File: src/rtl/rau_pkg.sv
// Package for the rational arithmetic unit: op codes, widths, sequencer states.
// Used by rau_core.sv and rational_arithmetic_unit.sv.
package rau_pkg;

  localparam int unsigned OperandWidth = 16;
  localparam int unsigned NumWidth     = 33;
  localparam int unsigned DenWidth     = 31;

  typedef enum logic [2:0] {
    OpAdd = 3'd0,
    OpSub = 3'd1,
    OpMul = 3'd2,
    OpDiv = 3'd3,
    OpEq  = 3'd4,
    OpGt  = 3'd5,
    OpLt  = 3'd6,
    OpNop = 3'd7
  } op_e;

  typedef enum logic [3:0] {
    StIdle,
    StRedA,
    StRedB,
    StMul1,
    StMul2,
    StMul3,
    StComb,
    StRedR,
    StOut
  } state_e;

  // Sub-steps of one reduction, run on the shared divider.
  typedef enum logic [2:0] {
    RdGcd,
    RdDivN,
    RdDivD,
    RdDone
  } red_e;

endpackage

File: src/rtl/rau_core.sv
// Reduction engine: Euclid GCD and exact divides on one shared bit-serial divider.
// Depends on rau_pkg.
module rau_core #(
  parameter int unsigned W = 2 * rau_pkg::OperandWidth + 2
) (
  input  logic         clk_i,
  input  logic         rst_ni,
  input  logic         start_i,
  input  logic [W-1:0] n_i,
  input  logic [W-1:0] d_i,
  output logic         done_o,
  output logic [W-1:0] n_o,
  output logic [W-1:0] d_o
);

  localparam int unsigned CW = $clog2(W + 1);

  rau_pkg::red_e step_q, step_d;
  logic          busy_q, busy_d;
  logic          dv_busy_q, dv_busy_d;
  logic [CW-1:0] cnt_q, cnt_d;
  logic [W-1:0]  quo_q, quo_d, rem_q, rem_d, dvs_q, dvs_d;
  logic [W-1:0]  x_q, x_d, y_q, y_d, g_q, g_d, n_q, n_d, d_q, d_d;
  logic [W:0]    trial;
  logic [W-1:0]  rem_sh;

  assign rem_sh = {rem_q[W-2:0], quo_q[W-1]};
  assign trial  = {1'b0, rem_sh} - {1'b0, dvs_q};

  always_comb begin
    step_d    = step_q;
    busy_d    = busy_q;
    dv_busy_d = dv_busy_q;
    cnt_d     = cnt_q;
    quo_d     = quo_q;
    rem_d     = rem_q;
    dvs_d     = dvs_q;
    x_d       = x_q;
    y_d       = y_q;
    g_d       = g_q;
    n_d       = n_q;
    d_d       = d_q;
    done_o    = 1'b0;
    if (start_i) begin
      busy_d    = 1'b1;
      step_d    = rau_pkg::RdGcd;
      dv_busy_d = 1'b0;
      x_d       = n_i;
      y_d       = d_i;
      n_d       = n_i;
      d_d       = d_i;
    end else if (busy_q) begin
      if (dv_busy_q) begin
        // one restoring quotient bit per cycle
        if (trial[W]) begin
          rem_d = rem_sh;
          quo_d = {quo_q[W-2:0], 1'b0};
        end else begin
          rem_d = trial[W-1:0];
          quo_d = {quo_q[W-2:0], 1'b1};
        end
        cnt_d = cnt_q - CW'(1);
        if (cnt_q == CW'(1)) begin
          dv_busy_d = 1'b0;
          case (step_q)
            rau_pkg::RdGcd: begin
              x_d = y_q;
              y_d = rem_d;
            end
            rau_pkg::RdDivN: begin
              n_d    = quo_d;
              step_d = rau_pkg::RdDivD;
            end
            rau_pkg::RdDivD: begin
              d_d    = quo_d;
              step_d = rau_pkg::RdDone;
            end
            default: ;
          endcase
        end
      end else begin
        case (step_q)
          rau_pkg::RdGcd: begin
            if (y_q == '0) begin
              g_d    = (x_q == '0) ? W'(1) : x_q;
              step_d = rau_pkg::RdDivN;
            end else begin
              dv_busy_d = 1'b1;
              quo_d     = x_q;
              rem_d     = '0;
              dvs_d     = y_q;
              cnt_d     = CW'(W);
            end
          end
          rau_pkg::RdDivN: begin
            dv_busy_d = 1'b1;
            quo_d     = n_q;
            rem_d     = '0;
            dvs_d     = g_q;
            cnt_d     = CW'(W);
          end
          rau_pkg::RdDivD: begin
            dv_busy_d = 1'b1;
            quo_d     = d_q;
            rem_d     = '0;
            dvs_d     = g_q;
            cnt_d     = CW'(W);
          end
          default: begin
            busy_d = 1'b0;
            done_o = 1'b1;
          end
        endcase
      end
    end
  end

  assign n_o = n_q;
  assign d_o = d_q;

  always_ff @(posedge clk_i or negedge rst_ni) begin
    if (!rst_ni) begin
      busy_q    <= 1'b0;
      dv_busy_q <= 1'b0;
      step_q    <= rau_pkg::RdGcd;
      cnt_q     <= '0;
    end else begin
      busy_q    <= busy_d;
      dv_busy_q <= dv_busy_d;
      step_q    <= step_d;
      cnt_q     <= cnt_d;
    end
  end

  always_ff @(posedge clk_i) begin
    quo_q <= quo_d;
    rem_q <= rem_d;
    dvs_q <= dvs_d;
    x_q   <= x_d;
    y_q   <= y_d;
    g_q   <= g_d;
    n_q   <= n_d;
    d_q   <= d_d;
  end

endmodule

File: src/rtl/rational_arithmetic_unit.sv
// Top level of the rational arithmetic unit: sequencer, shared multiplier, result register.
// Depends on rau_pkg and rau_core.
//
//   channel  direction  handshake             payload
//   in       input      in_valid_i/in_ready_o op, a_num, a_den, b_num, b_den
//   out      output     out_valid_o/out_ready_i res_num, res_den, cmp_true, div_by_zero
//
// One transaction at a time through the sequencer. Each reduction runs Euclid on a bit-serial
// divider of 2*OPERAND_WIDTH+2 bits, one quotient bit per cycle; three reductions for arithmetic
// ops, two for compares. A zero input denominator skips the reductions: StRedA goes straight
// to StOut, which loads the output register.
// Reset clears the sequencer and the output valid. The output register frees the sequencer; the
// input stalls whenever the sequencer is busy, as when a result waits behind one not yet taken.
module rational_arithmetic_unit #(
  parameter int unsigned OPERAND_WIDTH = rau_pkg::OperandWidth
) (
  input  logic                                clk_i,
  input  logic                                rst_ni,
  input  logic                                in_valid_i,
  output logic                                in_ready_o,
  input  logic [2:0]                          op_i,
  input  logic signed [OPERAND_WIDTH-1:0]     a_num_i,
  input  logic signed [OPERAND_WIDTH-1:0]     a_den_i,
  input  logic signed [OPERAND_WIDTH-1:0]     b_num_i,
  input  logic signed [OPERAND_WIDTH-1:0]     b_den_i,
  output logic                                out_valid_o,
  input  logic                                out_ready_i,
  output logic signed [rau_pkg::NumWidth-1:0] res_num_o,
  output logic [rau_pkg::DenWidth-1:0]        res_den_o,
  output logic                                cmp_true_o,
  output logic                                div_by_zero_o
);

  localparam int unsigned OW = OPERAND_WIDTH;
  localparam int unsigned M  = 2 * OW + 2;   // magnitude width of products and sums
  localparam int unsigned PW = M + 1;        // signed product width

  rau_pkg::state_e st_q, st_d;
  rau_pkg::op_e    op_q;
  logic signed [OW:0]   an_q, ad_q, bn_q, bd_q;
  logic signed [PW-1:0] p1_q, p2_q, rn_q, rd_q;
  logic                 dz_q, cmp_q, neg_q;

  logic signed [OW:0]   mul_a, mul_b;
  logic signed [2*OW+1:0] mul_p;
  logic                 core_start, core_done;
  logic [M-1:0]         core_n, core_d, core_no, core_do;
  logic signed [PW-1:0] src_n, src_d, red_n, red_d, comb;
  logic                 load_in, out_fire, out_load;

  logic                                out_valid_q;
  logic signed [rau_pkg::NumWidth-1:0] res_num_q;
  logic [rau_pkg::DenWidth-1:0]        res_den_q;
  logic                                res_cmp_q, res_dz_q;

  assign load_in  = in_valid_i && in_ready_o;
  assign out_fire = out_valid_o && out_ready_i;
  // move a finished result into the output register when it is free or emptying
  assign out_load = (st_q == rau_pkg::StOut) && (!out_valid_q || out_ready_i);
  assign in_ready_o = (st_q == rau_pkg::StIdle);
  assign out_valid_o = out_valid_q;

  // shared multiplier
  always_comb begin
    mul_a = an_q;
    mul_b = bd_q;
    case (st_q)
      rau_pkg::StMul1: begin
        mul_a = an_q;
        mul_b = (op_q == rau_pkg::OpMul) ? bn_q : bd_q;
      end
      rau_pkg::StMul2: begin
        mul_a = (op_q == rau_pkg::OpDiv) ? bn_q : ad_q;
        mul_b = (op_q == rau_pkg::OpDiv) ? ad_q : bn_q;
      end
      rau_pkg::StMul3: begin
        mul_a = ad_q;
        mul_b = bd_q;
      end
      default: ;
    endcase
  end
  assign mul_p = mul_a * mul_b;

  always_comb begin
    case (st_q)
      rau_pkg::StRedA: begin
        src_n = PW'(an_q);
        src_d = PW'(ad_q);
      end
      rau_pkg::StRedB: begin
        src_n = PW'(bn_q);
        src_d = PW'(bd_q);
      end
      default: begin
        src_n = rn_q;
        src_d = rd_q;
      end
    endcase
    core_n = src_n[PW-1] ? M'(-src_n) : M'(src_n);
    core_d = src_d[PW-1] ? M'(-src_d) : M'(src_d);
    red_n  = neg_q ? -PW'(core_no) : PW'(core_no);
    red_d  = PW'(core_do);
  end

  assign comb = (op_q == rau_pkg::OpSub) ? (p1_q - p2_q) : (p1_q + p2_q);

  // next state
  logic started_q;
  always_comb begin
    st_d = st_q;
    case (st_q)
      rau_pkg::StIdle: if (load_in) st_d = rau_pkg::StRedA;
      rau_pkg::StRedA: begin
        if (dz_q) st_d = rau_pkg::StOut;
        else if (core_done) st_d = rau_pkg::StRedB;
      end
      rau_pkg::StRedB: if (core_done) st_d = rau_pkg::StMul1;
      rau_pkg::StMul1: begin
        if (op_q == rau_pkg::OpEq || op_q == rau_pkg::OpNop) st_d = rau_pkg::StOut;
        else st_d = rau_pkg::StMul2;
      end
      rau_pkg::StMul2: begin
        if (op_q == rau_pkg::OpGt || op_q == rau_pkg::OpLt) st_d = rau_pkg::StOut;
        else st_d = rau_pkg::StMul3;
      end
      rau_pkg::StMul3: st_d = rau_pkg::StComb;
      rau_pkg::StComb: st_d = (rd_q == '0) ? rau_pkg::StOut : rau_pkg::StRedR;
      rau_pkg::StRedR: if (core_done) st_d = rau_pkg::StOut;
      rau_pkg::StOut:  if (out_load) st_d = rau_pkg::StIdle;
      default: st_d = rau_pkg::StIdle;
    endcase
  end

  // start the reduction engine once on entry to each reduce state unless dz_q is set
  assign core_start = !started_q && !dz_q &&
                      (st_q == rau_pkg::StRedA || st_q == rau_pkg::StRedB ||
                       st_q == rau_pkg::StRedR);

  rau_core #(.W(M)) u_core (
    .clk_i   (clk_i),
    .rst_ni  (rst_ni),
    .start_i (core_start),
    .n_i     (core_n),
    .d_i     (core_d),
    .done_o  (core_done),
    .n_o     (core_no),
    .d_o     (core_do)
  );

  always_ff @(posedge clk_i or negedge rst_ni) begin
    if (!rst_ni) begin
      st_q        <= rau_pkg::StIdle;
      started_q   <= 1'b0;
      out_valid_q <= 1'b0;
    end else begin
      st_q      <= st_d;
      if (st_d != st_q) started_q <= 1'b0;
      else if (core_start) started_q <= 1'b1;
      if (out_load) out_valid_q <= 1'b1;
      else if (out_fire) out_valid_q <= 1'b0;
    end
  end

  always_ff @(posedge clk_i) begin
    if (core_start) neg_q <= src_n[PW-1] ^ src_d[PW-1];
    case (st_q)
      rau_pkg::StIdle: if (load_in) begin
        op_q  <= rau_pkg::op_e'(op_i);
        an_q  <= (OW+1)'(a_num_i);
        ad_q  <= (OW+1)'(a_den_i);
        bn_q  <= (OW+1)'(b_num_i);
        bd_q  <= (OW+1)'(b_den_i);
        dz_q  <= (a_den_i == '0) || (b_den_i == '0);
        cmp_q <= 1'b0;
        rn_q  <= '0;
        rd_q  <= PW'(1);
      end
      rau_pkg::StRedA: if (core_done) begin
        an_q <= (OW+1)'(red_n);
        ad_q <= (OW+1)'(red_d);
      end
      rau_pkg::StRedB: if (core_done) begin
        bn_q <= (OW+1)'(red_n);
        bd_q <= (OW+1)'(red_d);
      end
      rau_pkg::StMul1: begin
        p1_q <= PW'(mul_p);
        if (op_q == rau_pkg::OpEq) cmp_q <= (an_q == bn_q) && (ad_q == bd_q);
      end
      rau_pkg::StMul2: begin
        p2_q <= PW'(mul_p);
        if (op_q == rau_pkg::OpGt) cmp_q <= p1_q > PW'(mul_p);
        if (op_q == rau_pkg::OpLt) cmp_q <= p1_q < PW'(mul_p);
      end
      rau_pkg::StMul3: begin
        rd_q <= (op_q == rau_pkg::OpDiv) ? p2_q : PW'(mul_p);
        rn_q <= (op_q == rau_pkg::OpMul || op_q == rau_pkg::OpDiv) ? p1_q : '0;
      end
      rau_pkg::StComb: begin
        if (op_q == rau_pkg::OpAdd || op_q == rau_pkg::OpSub) rn_q <= comb;
        if (rd_q == '0) dz_q <= 1'b1;
      end
      rau_pkg::StRedR: if (core_done) begin
        rn_q <= red_n;
        rd_q <= red_d;
      end
      default: ;
    endcase
  end

  always_ff @(posedge clk_i) begin
    if (out_load) begin
      res_num_q <= dz_q ? '0 : rau_pkg::NumWidth'(rn_q);
      res_den_q <= dz_q ? '0 : rau_pkg::DenWidth'(rd_q);
      res_cmp_q <= !dz_q && cmp_q;
      res_dz_q  <= dz_q;
    end
  end

  assign res_num_o     = res_num_q;
  assign res_den_o     = res_den_q;
  assign cmp_true_o    = res_cmp_q;
  assign div_by_zero_o = res_dz_q;

endmodule
File: config.mk
export PLATFORM = sky130hd
export DESIGN_NAME = rational_arithmetic_unit
export DESIGN_NICKNAME = d
export VERILOG_FILES = /design/src/rtl/rau_pkg.sv /design/src/rtl/rau_core.sv /design/src/rtl/rational_arithmetic_unit.sv
export SDC_FILE = /design/constraint.sdc
export NUM_CORES = 2
export LEC_CHECK = 0
export BUFFER_PORTS_ARGS = -buffer_cell sky130_fd_sc_hd__buf_2
export CORE_UTILIZATION = 25
export CTS_BUF_LIST = sky130_fd_sc_hd__clkbuf_8
export CTS_CLUSTER_SIZE = 24
export DETAILED_ROUTE_END_ITERATION = 8
export REMOVE_ABC_BUFFERS = 1
export SLEW_MARGIN = 40
export SYNTH_ARGS = -nofsm -noshare
export SYNTH_HDL_FRONTEND = slang
export SYNTH_HIERARCHICAL = 1
export SYNTH_SLANG_ARGS = --single-unit
File: constraint.sdc
create_clock -name clk_i -period 34.8 [get_ports clk_i]
set_clock_uncertainty 0.2 [all_clocks]
set_input_delay 1.74 -clock clk_i [delete_from_list [all_inputs] [get_ports clk_i]]
set_output_delay 1.74 -clock clk_i [all_outputs]
set_load 0.01 [all_outputs]
# Word-level counts from Yosys, hierarchy flattened
# Cells that the tools add are included.
# totals
reg_bits	566
latchBits	0
mem_bits_rw	0
romBits	0
input_bits	71
output_inout_bits	68
word_cells	245
n_memories	0
# classes
add_sub_neg	7
n_mul	1
div_mod_pow	0
magnitude_cmp	2
n_eq_ne	33
n_shift	0
n_mux	106
bitwise	3
n_reduce_logical	62
# op_table
operator	n
34-bit 2-to-1 mux	26
35-bit 2-to-1 mux	9
17-bit one-hot mux with 2 select lines	6
17-bit 2-to-1 mux	9
35-bit one-hot mux with 2 select lines	2
35-bit one-hot mux with 4 select lines	1
35-bit one-hot mux with 3 select lines	1
34-bit one-hot mux with 3 select lines	1
34-bit by 34-bit subtractor with 35-bit output	2
34-bit logical NOT	2
34-bit negator	2
34-bit one-hot mux with 2 select lines	1
33-bit 2-to-1 mux	2
33-bit one-hot mux with 2 select lines	1
4-bit 2-to-1 mux	9
4-bit one-hot mux with 9 select lines	1
34-bit by 34-bit adder with 35-bit output	1
35-bit logical NOT	1
34-bit negator with 35-bit output	1
17-bit == test	2
34-bit > comparator	1
34-bit < comparator	1
17-bit by 17-bit multiplier with 34-bit output	1
16-bit logical NOT	2
38 further kinds	129

# Longest topological paths before layout
# logic_depth
depth_word	11
mapped_depth	53
mapped_depth_nobuf	47

# By module
# The synthesis kept the hierarchy.
# modules_own_cells
mod	instances	cells_each	area_per_inst_um2	seq_area_each_um2
rational_arithmetic_unit	1	3321	30038.8	8498.2
rau_core	1	1391	14377.5	8388.0

# Least setup slack after synthesis
# OpenSTA, ideal clock, no wires.
# synth_path
path_kind	reg2reg
startpoint	register st_q[0]
endpoint	register cmp_q, data pin
setup_ns	0.259
arrival_time_ns	11.281
t_required_ns	34.341
path_slack_ns	23.060
stages_incl_launch_ff	51
path_buffers	8
synth_period_minus_slack_ns	11.740
path_cell_list	dfrtp_1 buf_2 buf_2 buf_2 buf_2 clkbuf_1 nand3_1 inv_1 nand2_1 nor2_1 nor2_1 clkbuf_1 a222oi_1 clkbuf_1 nor2_1 fa_1 inv_1 fa_1 (+15 left out) nor2_1 xnor2_1 inv_1 ha_1 nand2_1 nor2_1 a211oi_1 o21ai_0 a21oi_1 o21ai_0 maj3_1 maj3_1 maj3_1 a31oi_1 nand4_1 nand3_1 mux2i_1 o21ai_1
# synth_between
elab_chain_len	7
elab_cells_between_ends	12
cone_classes	mul: 1; order compare: 2; eq/ne: 3; mux: 5; reduce/logical: 1
# synth_lines
item	line_no	rtl
start: declaration	rational_arithmetic_unit.sv:38	rau_pkg::state_e st_q, st_d;
start signal: assignment	rational_arithmetic_unit.sv:153	st_q <= rau_pkg::StIdle;
start signal: assignment	rational_arithmetic_unit.sv:157	st_q <= st_d;
4-bit by 3-bit == test with 1-bit output / 4-bit by 2-bit == test with 1-bit output (equally long branches)	rational_arithmetic_unit.sv:67	case (st_q)
17-bit one-hot mux with 2 select lines	rational_arithmetic_unit.sv:67	
17-bit by 17-bit multiplier with 34-bit output *	rational_arithmetic_unit.sv:83	assign mul_p = mul_a * mul_b;
via mul_p[21]	rational_arithmetic_unit.sv:45	logic signed [2*OW+1:0] mul_p;
34-bit > comparator	rational_arithmetic_unit.sv:193	if (op_q == rau_pkg::OpGt) cmp_q <= p1_q > PW'(mul_p);
1-bit 2-to-1 mux	rational_arithmetic_unit.sv:193	
1-bit 2-to-1 mux *	rational_arithmetic_unit.sv:194	if (op_q == rau_pkg::OpLt) cmp_q <= p1_q < PW'(mul_p);
1-bit one-hot mux with 3 select lines *	rational_arithmetic_unit.sv:167	case (st_q)
end signal: assignment	rational_arithmetic_unit.sv:189	if (op_q == rau_pkg::OpEq) cmp_q <= (an_q == bn_q) && (ad_q == bd_q);
end signal: assignment	rational_arithmetic_unit.sv:193	
end signal: assignment	rational_arithmetic_unit.sv:194	
end: declaration	rational_arithmetic_unit.sv:42	logic dz_q, cmp_q, neg_q;
# The timed path passes the listed nets; every way through them passes the cells marked *. The select of a mux whose other input is x is not followed.
# A chain may end at the register's enable or synchronous reset.

# Worst setup path in the final report
# Same ends and word-level chain as after synthesis.

==> out/metrics.csv <==
metric;value;unit
n_fill_cell;18600;
rrSetupSlack;22.83;ns
rows;154;
grt_setup_unrepaired;no;
clock_sinks;565;
rr_worst_depth;45;
max_slew_margin;37.9;%
synth_edf_count;549;
cp_slowest_cell;fa_1;
ys_seq_elements;565;
clock.fmax;83.5;MHz
synth_cells;4712;
start_kind;flop;
seq_area;16900;um2
yosysUniqueCellTypes;105;
cts_tree;yes;
status;finished, violations left;
cts_root_buf;clkbuf_8;
min_period_over_period;34.4;%
wl_per_cell;21.7;um
preCtsSetupSlack;22.93;ns
crit_required;35.08;ns
io_buffers;138;
antenna_found_initial;6;
crit_arrival;12.25;ns
finalSetupViolations;0;
violations;design-rule violations;
wirelength;156000;um
tightest_slew;0.929;ns
multi_input_comb_area;24800;um2
cts_buffers;95;
core;176000;um2
dieArea;179000;um2
layout.nets;5325;
postCtsSetupBuffers;0;
cpPeakStageDelay;0.68;ns
clk_latency;0.75;ns
grt_use_total;17.1;%
hold_violations;0;
drt-initial-drc-count;3549;
min_period;11.97;ns
post_cts_resized;0;
holdPathStages;0;
postCtsHoldBufs;0;
crit_path_end_kind;flop;
hp-class;flop to flop;
ys.flop_type;edfxtp_1;
syn_avg_cell_area;9.43;um2
die_h;424;um
worst_slack;22.83;ns
overflow;0;
num_vias;35300;
crit_type;flop to flop;
grt_pass1_wl;230000;um
slew_violations;0;
setup_tns;0;ns
synthArstFlopShare;2.83;%
place_congestion;0.973;
hpwl;123000;um
area_growth;11.5;%
clk_pin_slew_worst_paths;0.06;ns
ys_seq_area_share;38.0;%
ant_nets;0;
die_w;424;um
critical_path_peak_fanout;55;
crit_path_frequent_cell;inv_1;
ios;139;
initial_core_util;25.2;%
drtPass1Iterations;8;
drc;4;
drive_gt1_share;8.69;%
viasPerCell;4.92;
htree_levels;3;
synth_warnings;6;
grt_max_degree;187;
cap_viol_max_count;0;
cts_buffer_depth;3;
fin_util;28.1;%
synthesis.area;44400;um2
grt_pass1_vias;35300;
[worst max-delay path: cells and delay by family, from the launching register on]
kind,cells,cell delay (ns)
XOR/XNOR,1,0.22
adder cells (fa/ha/maj),11,5.17
multiplexers,1,0.18
flip-flops,1,0.36
AND/OR/NAND/NOR,11,1.63
buffers and inverters,10,1.76
AO/OA/AOI/OAI,11,2.12
[synthesized netlist by cell type (26+ instances only)]
cell type	instances	area, um2
clkbuf_1	211	792
a21oi_1	216	1080
a22oi_1	87	653
and2_1	26	163
nor3_1	51	255
nand2_1	703	2640
or3_1	27	169
fa_1	298	5970
ha_1	192	2400
nor4_1	41	257
o21ai_0	344	1720
mux2i_1	57	571
nor2b_1	94	588
nor2_1	419	1570
a21o_1	56	420
nand4_1	33	206
xnor2_1	133	1160
nand3_1	35	175
o221ai_1	42	368
nand2b_1	72	450
edfxtp_1	549	16500
xor2_1	94	823
inv_1	509	1910
[per-stage QoR]
step / hold WS (ns) / instance area (um2) / std cells
after global routing: 0.307 / 49500 / 7176
after CTS: 0.294 / 49500 / 7174
after global placement: 0.276 / 47600 / 7001
after floorplan: 0.245 / 43400 / 4460
final: 0.294 / 49500 / 7182
after detailed placement: 0.280 / 47800 / 7007
[sequential cells by signal, indices dropped and copies added (netlist names), 34 cells and up]
name          cells
p1_q             34
rn_q             35
u_core/dvs_q     34
p2_q             34
rd_q             35
u_core/quo_q     34
u_core/g_q       34
u_core/y_q       34
u_core/n_o       34
u_core/d_o       34
u_core/x_q       34
[layer usage]
layer | wire length [um] | vias up | global-route usage [%] | share of wire, %
met5 | 0 | - | 0 | 0
met1 | 62800 | 17400 | 21.6 | 40
met3 | 10700 | 301 | 2.15 | 6.9
met4 | 7490 | 0 | 8.10 | 4.8
li1 | - | 16200 | - | -
met2 | 75000 | 1434 | 28.9 | 48
[path summary, 6_finish.rpt]
path | to | start
max in group asynchronous | u_core/dv_busy_q$_DFFE_PN0P_ | rst_ni
min | u_core/g_q[33]$_SDFFCE_PN0P_ | u_core/x_q[33]$_DFFE_PP_
min in group asynchronous | st_q[3]$_DFF_PN0_ | rst_ni
max | cmp_q$_DFFE_PP_ | st_q[0]$_DFF_PN0_
max reg2reg | cmp_q$_DFFE_PP_ | st_q[0]$_DFF_PN0_
min reg2reg | u_core/g_q[33]$_SDFFCE_PN0P_ | u_core/x_q[33]$_DFFE_PP_
[cells in the final DEF, fill, tap and decap left out, drive strengths merged, types with 43 or more instances in the layout]
cell    synthesis  final
a21o           56     56
a21oi         219    219
a22oi          88     88
buf            39    207
clkbuf        213     95
edfxtp        549    549
fa            298    298
ha            192    192
inv           510    540
mux2i          57     57
nand2         705    705
nand2b         72     72
nor2          420    420
nor2b          96     96
nor3           53     53
o21ai         370    370
o221ai         43     43
xnor2         133    133
xor2           94     94
[cell families (layout without fill, tap and decap cells)]
kind of cell | Yosys count | after routing | share of synthesized area, %
buffers and inverters | 763 | 885 | 6.63
multiplexers | 72 | 72 | 1.67
adder cells (fa/ha/maj) | 493 | 493 | 18.9
AO/OA/AOI/OAI | 994 | 994 | 14.0
flip-flops | 565 | 565 | 38.0
XOR/XNOR | 227 | 227 | 4.48
AND/OR/NAND/NOR | 1598 | 1598 | 16.3
other | 0 | 8 | 0
[area by class of cell]
class,count,share of cell area [%]
Multi-Input combinational cell,3384,50.1
Clock inverter,72,0.733
Antenna cell,8,0.0404
Sequential cell,565,34.1
Timing Repair Buffer,207,2.62
Tap cell,2340,5.91
Clock buffer,95,2.64
Inverter,511,3.87
Power is left out: the tool's default activity adds up to more than one toggle a clock period on the data nets, which glitch-free logic cannot reach.
